===== src/skvt_pkg.sv =====
// Shared constants, types and helpers of the sorted key/value table.
package skvt_pkg;

   localparam int CAPACITY = 1024;
   localparam int IDX_W    = $clog2(CAPACITY);
   localparam int CNT_W    = $clog2(CAPACITY + 1);
   localparam int OUT_W    = 11;
   localparam int KEY_W    = 64;
   localparam int VAL_W    = 64;

   typedef enum logic [1:0] {
      CMD_LOOKUP = 2'd0,
      CMD_INSERT = 2'd1,
      CMD_DELETE = 2'd2
   } cmd_type;

   typedef enum logic [1:0] {
      ST_OK      = 2'd0,
      ST_PRESENT = 2'd1,
      ST_MISSING = 2'd2,
      ST_FULL    = 2'd3
   } status_type;

   typedef struct packed {
      logic [KEY_W-1:0] key;
      logic [VAL_W-1:0] value;
   } entry_type;

   typedef struct packed {
      logic             wr_en;
      logic [IDX_W-1:0] wr_addr;
      entry_type        wr_data;
      logic             rd_en;
      logic [IDX_W-1:0] rd_addr;
   } ram_req_type;

   function automatic logic [CNT_W-1:0] idx_to_cnt(input logic [IDX_W-1:0] idx);
      return CNT_W'(idx);
   endfunction

   function automatic logic [OUT_W-1:0] cnt_to_out(input logic [CNT_W-1:0] cnt);
      return OUT_W'(cnt);
   endfunction

endpackage


===== src/skvt_seq.sv =====
// Sequencer: binary search, hit check, entry shift and result register.
module skvt_seq (
   input  logic                          clock,
   input  logic                          reset,
   input  logic                          start,
   output logic                          busy,
   input  logic [1:0]                    req_command,
   input  logic [skvt_pkg::KEY_W-1:0]    req_key,
   input  logic [skvt_pkg::VAL_W-1:0]    req_value,
   output skvt_pkg::ram_req_type         ram_req,
   input  skvt_pkg::entry_type           ram_rd_data,
   output logic                          rsp_strobe,
   output logic [1:0]                    rsp_status,
   output logic [skvt_pkg::VAL_W-1:0]    rsp_found_value,
   output logic [skvt_pkg::OUT_W-1:0]    rsp_position,
   output logic [skvt_pkg::OUT_W-1:0]    rsp_entry_count
);

   typedef enum logic [2:0] {
      IDLE,
      SEARCH,
      COMPARE,
      HIT_READ,
      HIT_CHECK,
      SHIFT_UP,
      SHIFT_DOWN
   } state_type;

   state_type                      state_ff, state_in;
   logic [1:0]                     cmd_ff, cmd_in;
   logic [skvt_pkg::KEY_W-1:0]     key_ff, key_in;
   logic [skvt_pkg::VAL_W-1:0]     value_ff, value_in;
   logic [skvt_pkg::VAL_W-1:0]     found_ff, found_in;
   logic [skvt_pkg::CNT_W-1:0]     occ_ff, occ_in;
   logic [skvt_pkg::CNT_W-1:0]     lo_ff, lo_in;
   logic [skvt_pkg::CNT_W-1:0]     hi_ff, hi_in;
   logic [skvt_pkg::IDX_W-1:0]     mid_ff, mid_in;
   logic [skvt_pkg::CNT_W-1:0]     remain_ff, remain_in;
   logic [skvt_pkg::IDX_W-1:0]     rd_ptr_ff, rd_ptr_in;
   logic [skvt_pkg::IDX_W-1:0]     wr_addr_ff, wr_addr_in;
   logic                           pend_ff, pend_in;
   logic                           rsp_valid_ff, rsp_valid_in;
   logic [1:0]                     rsp_status_ff, rsp_status_in;
   logic [skvt_pkg::VAL_W-1:0]     rsp_found_ff, rsp_found_in;
   logic [skvt_pkg::OUT_W-1:0]     rsp_pos_ff, rsp_pos_in;
   logic [skvt_pkg::OUT_W-1:0]     rsp_count_ff, rsp_count_in;

   logic [skvt_pkg::CNT_W-1:0]     mid_full;
   logic [skvt_pkg::CNT_W-1:0]     occ_m1;
   logic [skvt_pkg::CNT_W-1:0]     lo_p1;
   logic                           lo_lt_occ;
   logic                           hit;
   logic                           resp_go;
   logic [1:0]                     resp_status;
   logic [skvt_pkg::VAL_W-1:0]     resp_found;
   logic [skvt_pkg::CNT_W-1:0]     resp_count;

   assign mid_full  = lo_ff + ((hi_ff - lo_ff) >> 1);
   assign occ_m1    = occ_ff - skvt_pkg::CNT_W'(1);
   assign lo_p1     = lo_ff + skvt_pkg::CNT_W'(1);
   assign lo_lt_occ = (lo_ff < occ_ff);
   assign hit       = lo_lt_occ && (ram_rd_data.key == key_ff);

   always_comb begin
      state_in     = state_ff;
      cmd_in       = cmd_ff;
      key_in       = key_ff;
      value_in     = value_ff;
      found_in     = found_ff;
      occ_in       = occ_ff;
      lo_in        = lo_ff;
      hi_in        = hi_ff;
      mid_in       = mid_ff;
      remain_in    = remain_ff;
      rd_ptr_in    = rd_ptr_ff;
      wr_addr_in   = wr_addr_ff;
      pend_in      = pend_ff;
      rsp_valid_in = 1'b0;
      rsp_status_in = rsp_status_ff;
      rsp_found_in = rsp_found_ff;
      rsp_pos_in   = rsp_pos_ff;
      rsp_count_in = rsp_count_ff;
      resp_go      = 1'b0;
      resp_status  = skvt_pkg::ST_OK;
      resp_found   = '0;
      resp_count   = occ_ff;
      ram_req      = '0;

      unique case (state_ff)
         IDLE: begin
            if (start) begin
               cmd_in   = req_command;
               key_in   = req_key;
               value_in = req_value;
               lo_in    = '0;
               hi_in    = occ_ff;
               state_in = SEARCH;
            end
         end
         SEARCH: begin
            if (lo_ff < hi_ff) begin
               ram_req.rd_en   = 1'b1;
               ram_req.rd_addr = mid_full[skvt_pkg::IDX_W-1:0];
               mid_in          = mid_full[skvt_pkg::IDX_W-1:0];
               state_in        = COMPARE;
            end else begin
               state_in = HIT_READ;
            end
         end
         COMPARE: begin
            if (ram_rd_data.key < key_ff) begin
               lo_in = skvt_pkg::idx_to_cnt(mid_ff) + skvt_pkg::CNT_W'(1);
            end else begin
               hi_in = skvt_pkg::idx_to_cnt(mid_ff);
            end
            state_in = SEARCH;
         end
         HIT_READ: begin
            ram_req.rd_en   = lo_lt_occ;
            ram_req.rd_addr = lo_ff[skvt_pkg::IDX_W-1:0];
            state_in        = HIT_CHECK;
         end
         HIT_CHECK: begin
            priority if (cmd_ff == skvt_pkg::CMD_INSERT) begin
               if (hit) begin
                  resp_go     = 1'b1;
                  resp_status = skvt_pkg::ST_PRESENT;
               end else if (occ_ff == skvt_pkg::CNT_W'(skvt_pkg::CAPACITY)) begin
                  resp_go     = 1'b1;
                  resp_status = skvt_pkg::ST_FULL;
               end else begin
                  remain_in = occ_ff - lo_ff;
                  rd_ptr_in = occ_m1[skvt_pkg::IDX_W-1:0];
                  pend_in   = 1'b0;
                  state_in  = SHIFT_UP;
               end
            end else if (cmd_ff == skvt_pkg::CMD_DELETE) begin
               if (hit) begin
                  found_in  = ram_rd_data.value;
                  remain_in = occ_m1 - lo_ff;
                  rd_ptr_in = lo_p1[skvt_pkg::IDX_W-1:0];
                  pend_in   = 1'b0;
                  state_in  = SHIFT_DOWN;
               end else begin
                  resp_go     = 1'b1;
                  resp_status = skvt_pkg::ST_MISSING;
               end
            end else begin
               resp_go = 1'b1;
               if (hit) begin
                  resp_status = skvt_pkg::ST_OK;
                  resp_found  = ram_rd_data.value;
               end else begin
                  resp_status = skvt_pkg::ST_MISSING;
               end
            end
         end
         SHIFT_UP: begin
            if (pend_ff) begin
               ram_req.wr_en   = 1'b1;
               ram_req.wr_addr = wr_addr_ff;
               ram_req.wr_data = ram_rd_data;
            end
            if (remain_ff != '0) begin
               ram_req.rd_en   = 1'b1;
               ram_req.rd_addr = rd_ptr_ff;
               wr_addr_in      = rd_ptr_ff + skvt_pkg::IDX_W'(1);
               rd_ptr_in       = rd_ptr_ff - skvt_pkg::IDX_W'(1);
               remain_in       = remain_ff - skvt_pkg::CNT_W'(1);
               pend_in         = 1'b1;
            end else begin
               pend_in = 1'b0;
               if (!pend_ff) begin
                  ram_req.wr_en         = 1'b1;
                  ram_req.wr_addr       = lo_ff[skvt_pkg::IDX_W-1:0];
                  ram_req.wr_data.key   = key_ff;
                  ram_req.wr_data.value = value_ff;
                  occ_in                = occ_ff + skvt_pkg::CNT_W'(1);
                  resp_go               = 1'b1;
                  resp_status           = skvt_pkg::ST_OK;
                  resp_count            = occ_ff + skvt_pkg::CNT_W'(1);
               end
            end
         end
         SHIFT_DOWN: begin
            if (pend_ff) begin
               ram_req.wr_en   = 1'b1;
               ram_req.wr_addr = wr_addr_ff;
               ram_req.wr_data = ram_rd_data;
            end
            if (remain_ff != '0) begin
               ram_req.rd_en   = 1'b1;
               ram_req.rd_addr = rd_ptr_ff;
               wr_addr_in      = rd_ptr_ff - skvt_pkg::IDX_W'(1);
               rd_ptr_in       = rd_ptr_ff + skvt_pkg::IDX_W'(1);
               remain_in       = remain_ff - skvt_pkg::CNT_W'(1);
               pend_in         = 1'b1;
            end else begin
               pend_in = 1'b0;
               if (!pend_ff) begin
                  occ_in      = occ_m1;
                  resp_go     = 1'b1;
                  resp_status = skvt_pkg::ST_OK;
                  resp_found  = found_ff;
                  resp_count  = occ_m1;
               end
            end
         end
         default: begin
            state_in = IDLE;
         end
      endcase

      if (resp_go) begin
         rsp_valid_in  = 1'b1;
         rsp_status_in = resp_status;
         rsp_found_in  = resp_found;
         rsp_pos_in    = skvt_pkg::cnt_to_out(lo_ff);
         rsp_count_in  = skvt_pkg::cnt_to_out(resp_count);
         state_in      = IDLE;
      end
   end

   always_ff @(posedge clock) begin
      if (reset) begin
         state_ff     <= IDLE;
         occ_ff       <= '0;
         pend_ff      <= 1'b0;
         rsp_valid_ff <= 1'b0;
      end else begin
         state_ff     <= state_in;
         occ_ff       <= occ_in;
         pend_ff      <= pend_in;
         rsp_valid_ff <= rsp_valid_in;
      end
      cmd_ff        <= cmd_in;
      key_ff        <= key_in;
      value_ff      <= value_in;
      found_ff      <= found_in;
      lo_ff         <= lo_in;
      hi_ff         <= hi_in;
      mid_ff        <= mid_in;
      remain_ff     <= remain_in;
      rd_ptr_ff     <= rd_ptr_in;
      wr_addr_ff    <= wr_addr_in;
      rsp_status_ff <= rsp_status_in;
      rsp_found_ff  <= rsp_found_in;
      rsp_pos_ff    <= rsp_pos_in;
      rsp_count_ff  <= rsp_count_in;
   end

   assign busy            = (state_ff != IDLE);
   assign rsp_strobe      = rsp_valid_ff;
   assign rsp_status      = rsp_status_ff;
   assign rsp_found_value = rsp_found_ff;
   assign rsp_position    = rsp_pos_ff;
   assign rsp_entry_count = rsp_count_ff;

`ifndef SYNTHESIS
   a_occ_bound: assert property (@(posedge clock) disable iff (reset)
      occ_ff <= skvt_pkg::CNT_W'(skvt_pkg::CAPACITY))
      else $error("occupancy above capacity");

   a_write_in_shift: assert property (@(posedge clock) disable iff (reset)
      ram_req.wr_en |-> (state_ff == SHIFT_UP || state_ff == SHIFT_DOWN))
      else $error("store written outside a shift");

   a_rsp_idle: assert property (@(posedge clock) disable iff (reset)
      rsp_valid_ff |-> (state_ff == IDLE))
      else $error("result strobe while busy");

   a_occ_step: assert property (@(posedge clock) disable iff (reset)
      (occ_ff != $past(occ_ff)) |-> rsp_valid_ff)
      else $error("occupancy changed without a result");

   a_start_busy: assert property (@(posedge clock) disable iff (reset)
      (start && !busy) |=> busy)
      else $error("accepted request did not raise busy");
`endif

endmodule


===== config.mk =====
export PLATFORM = sky130hd
export DESIGN_NAME = skvt_seq
export DESIGN_NICKNAME = d
export VERILOG_FILES = /design/src/skvt_pkg.sv /design/src/skvt_seq.sv
export SDC_FILE = /design/constraint.sdc
export NUM_CORES = 1
export LEC_CHECK = 0
export ABC_CLOCK_PERIOD_IN_PS = 13260
export BUFFER_PORTS_ARGS = -buffer_cell sky130_fd_sc_hd__buf_4
export CORE_AREA = 2 2 203 205
export DETAILED_ROUTE_END_ITERATION = 10
export DIE_AREA = 0 0 205 207
export HOLD_SLACK_MARGIN = 0.08
export PLACE_DENSITY = 0.78
export SETUP_SLACK_MARGIN = 0.15
export SKIP_LAST_GASP = 1
export SYNTH_ARGS = -nofsm -noshare
export SYNTH_HDL_FRONTEND = slang
export SYNTH_SLANG_ARGS = --single-unit

===== constraint.sdc =====
create_clock -name clock -period 13.26 [get_ports clock]
set_input_delay 1.326 -clock clock [delete_from_list [all_inputs] [get_ports clock]]
set_output_delay 1.326 -clock clock [all_outputs]
set_load 0.05 [all_outputs]

## Word-level counts from Yosys, hierarchy flattened

Cells that the tools add are included.

- Add/subtract/negate cells: 11
- Equal/unequal tests: 20
- Bitwise logic cells: 2
- Mux-type cells: 68
- Reduce and logical (&&, ||, !) cells: 20
- Magnitude comparators: 3

Operators by type and width:

| cell | number |
|---|---|
| two-way mux 139 bit | 3 |
| two-way mux 64 bit | 5 |
| one-hot mux 139 bit (2 select lines) | 1 |
| two-way mux 11 bit | 16 |
| one-hot mux 64 bit (2 select lines) | 1 |
| one-hot mux 11 bit (2 select lines) | 4 |
| two-way mux 10 bit | 7 |
| == test 64 bit | 1 |
| < comparator 64 bit | 1 |
| one-hot mux 11 bit (3 select lines) | 1 |
| subtractor 11 bit | 3 |
| one-hot mux 10 bit (3 select lines) | 1 |
| < comparator 11 bit | 2 |
| subtractor 11 x 1 -> 11 bit (second input constant) | 2 |
| adder 10 x 1 -> 10 bit (second input constant) | 2 |
| one-hot mux 10 bit (2 select lines) | 1 |
| two-way mux 3 bit | 6 |
| one-hot mux 3 bit (6 select lines) | 1 |
| two-way mux 1 bit | 15 |
| != test 3 bit (second input constant) | 4 |
| AND reduction 6 bit | 2 |
| adder 10 x 1 -> 11 bit (second input constant) | 1 |
| adder 11 x 1 -> 11 bit (second input constant) | 1 |
| == test 11 bit (second input constant) | 1 |
| 23 further kinds | 42 |

- Register bits after elaboration: 361
- Word-level logic and storage cells: 142
- Output and inout port bits: 240

## Depth between registers and ports, before layout

- Depth in word-level cells: 7
- Gate-level depth with buffers: 16
- Mapped depth without buffers: 16

## Worst setup path after synthesis

Ideal clock, no wire load.

- Path kind: input port to flip-flop
- Start: in ram_rd_data[90] (netlist bit)
- End: reg found_ff[0] (netlist bit) (enable)
- Arrival time: 9.318 ns
- Path buffers: 0
- Setup slack: 3.276 ns
- Cell stages on the path: 6
- Setup time: 0.666 ns
- Cell sequence: ha_1 nand3_1 or4_4 nor4_4 nand3_2 nor4b_1

- Word-level cells in the longest chain between the ends: 3

RTL lines:

| element | line | text |
|---|---|---|
| start, declared | skvt_seq.sv:11 | `input skvt_pkg::entry_type ram_rd_data,` |
| == test 64 bit | skvt_seq.sv:62 | `assign hit = lo_lt_occ && (ram_rd_data.key == key_ff);` |
| logical AND 1 bit | skvt_seq.sv:62 |  |
| AND reduction 4 bit (no source line) | - |  |
| end signal, assigned | skvt_seq.sv:239 | `found_ff <= found_in;` |
| end, declared | skvt_seq.sv:33 | `logic [skvt_pkg::VAL_W-1:0] found_ff, found_in;` |

Every way passes these cells.
A chain may end at the register's enable or synchronous reset.

==> impl_metrics.yaml <==
timing:
  rsz0062_at_grt: "false"
  min_period_ns: 5.60
  setup_viol: 0
  min_period_over_period_pct: 42.2
  hold_viol: 0
  fin_skew_ns: 0.0197
  worst_slew_pin_slew_ns: 1.18
  fin_setup_tns_ns: 0
  fmaxAchievable_ghz: 0.179
  max-slew-margin-rel_pct: 21.1
  final-max-slew-violation-count: 0
clock_tree:
  clkTransAtPathRegs_ns: 0.06
  cts_setup_buffers: 0
  root_buffer: "clkbuf_16"
  cts_hold_buf: 0
  cts_resized: 0
  cts_buffers: 41
  clock_latency_ns: 0.57
  clk_path_buf_depth: 3
  h-tree-depth: 2
  tritoncts: "built"
  clock-sinks: 361
die:
  core-area_sq_um: 40400
  die_area_sq_um: 42400
  start_util_pct: 46.5
  rows: 74
  die_y_um: 207
  die_w_um: 205
  ioPinCount: 501
setup_path:
  crit_family: "compound AO/OA/AOI/OAI gates"
  cp-start-kind: "flop"
  cp.depth: 15
  slowest_stage: "edfxtp_1"
  r2r_cells: 9
  crit_required_ns: 11.93
  worst_path_largest_cell_delay_ns: 0.61
  end_kind: "output pin"
  path_max_fanout: 9
  path_buf_inv: 2
  critical_path.cell_chain: "inv_1 > ha_1 > nor2b_1 > o21bai_1 > a21boi_0 > nor2_1 > ha_1 > nand3_1 > o211ai_1 > o41a_1 > a21o_1 > a21oi_1 > xnor2_1 > a21o_1 > buf_4"
  path_class: "flop to output pin"
  arrival_ns: 4.27
placed_design:
  routabilityCongestion: 0.994
  dpl.cell_count: 2573
  dpl.hpwl_um: 44900
  port-buffer-count: 500
global_routing:
  grt_first_pass_wirelength_um: 89300
  antenna_found_initial: 1
  grt_pass1_vias: 14900
  grt_max_degree: 77
  overflow: 0
  grt_usage_pct: 27.7
routing:
  routed_wl_um: 59800
  dr.pass1.iters: 6
  drc: 0
  wl_per_cell_um: 22.6
  drtAntennaViolNets: 0
  vias: 15400
  drt-initial-drc-count: 1393
  via_per_inst: 5.80
synth:
  yosys.area.top_type: "edfxtp_1"
  synthFlopType: "edfxtp_1"
  yosysUniqueCellTypes: 69
  syn_nets: 1985
  yosys-top-cells-area: "edfxtp_1, ha_1, a22o_1"
  syn_inst: 1605
  seq_area_frac_synth_pct: 57.0
  synth_top_area_share_pct: 55.2
  syn_area_sq_um: 18800
  synth_edf_count: 345
  synth-warning-count: 0
  syn_avg_cell_area_sq_um: 11.7
  ys_ff_latch: 361
  async_reset_ff_share_pct: 0
pwr:
  clkPwrFrac_pct: 33.5
  p_sw_share_pct: 30.8
  power_density_nw_per_um2: 142
  pwr-share-comb_pct: 24.4
  internal-power_mw: 2.40
  ir_worst_vdd_uv: 107
  power.switching_mw: 1.07
  seqPwrFrac_pct: 42.2
  p_leak_nw: 10.1
flow_run:
  maxCapViolations: 0
finish:
  fin_cells: 2647
  nets: 2464
  drive_above_1_share_pct: 28.6
  final_cell_mix: "buf_4, edfxtp_1, nand2_1"
  area_growth_pct: 29.9
  final_common_cell: "buf_4"
min_path:
  hp-class: "flop to flop"
  whs_path_depth: 0
run_status:
  status: "finished, final reports clean"
==> state kept, by name (all words and copies together), names as in the netlist, 10 cells and up <==
name,cells
rsp_position,11
lo_ff,11
found_ff,64
value_ff,64
mid_ff,10
occ_ff,11
hi_ff,11
key_ff,64
rd_ptr_ff,10
rsp_entry_count,11
rsp_found_value,64
remain_ff,11
wr_addr_ff,10
==> layout make-up <==
cell class | count | area [sq um]
clock buffers | 46 | 1090
fillers | 3225 | 16000
repair buffers | 515 | 3870
well taps | 532 | 666
clock inverters | 27 | 280
flip-flops and latches | 361 | 10700
inverters | 99 | 372
multi-input cells | 1066 | 7400
diodes | 1 | 2.50
==> power groups by stage <==
| stage | Sequential, mW | Clock (mW) | Combinational, mW |
|---|---|---|---|
| finish | 1.46 | 1.16 | 0.843 |
| global route | 1.47 | 1.22 | 0.922 |
| CTS | 1.46 | 1.18 | 0.837 |
| detailed placement | 1.48 | 0 | 0.830 |
| global placement | 1.48 | 0 | 0.815 |
| floorplan | 1.48 | 0 | 0.551 |
==> Yosys cell counts, types with 7 or more instances <==
cell	number
and3_1	9
nand3_1	34
nor2_1	79
o21a_1	7
o21bai_1	9
a21o_1	21
a22oi_1	11
and2_1	8
nor2b_1	19
o21ai_0	119
a22o_1	130
nand2b_1	9
a211oi_1	11
clkbuf_1	66
o211ai_1	14
ha_1	115
nand2_1	176
xor2_1	23
nor3_1	25
a31oi_1	10
nand4_1	22
edfxtp_1	345
nor4_1	10
xnor2_1	64
dfxtp_1	16
inv_1	99
a21oi_1	52
==> cells by family (layout without fill, tap and decap cells) <==
kind of cell	after synthesis	count (layout)	synth area share, %
fa+ha+maj	119	119	8.10
compound gates	430	430	16.0
other cells	0	1	0
flops	361	361	57.0
xor+xnor	87	87	4.06
buf+inv	178	687	3.81
mux	6	6	0.327
simple gates	424	424	10.7
==> path summary, 6_finish.rpt <==
check / start / endpoint / slack [ns]
max reg2reg: lo_ff[4] / rsp_found_value[8] / 9.18
max: lo_ff[1] / ram_req[9] / 7.66
min reg2reg: lo_ff[10] / rsp_position[10] / 0.52
min: lo_ff[10] / rsp_position[10] / 0.52
==> metal layers <==
metal / GRT usage [%] / routed length, um / vias up
met5: 0 / 0 / -
met1: 35.7 / 23200 / 7408
met3: 5.90 / 5600 / 144
met2: 45.1 / 28600 / 827
li1: - / - / 6980
met4: 11.8 / 2480 / 0
==> metrics by stage <==
step                cell area, sq um  setup slack [ns]  util [%]  total power [mW]  hold slack [ns]
floorplan                      18800              3.28         -              2.03            0.471
detailed placement             23000              8.31      56.9              2.31            0.517
global route                   24400              7.47      60.3              3.61            0.547
global placement               23000              8.41      56.9              2.29            0.513
finish                         24400              7.66      60.3              3.46            0.518
CTS                            24300              7.69      60.3              3.47            0.529
Power figures use the tool's default switching activity.
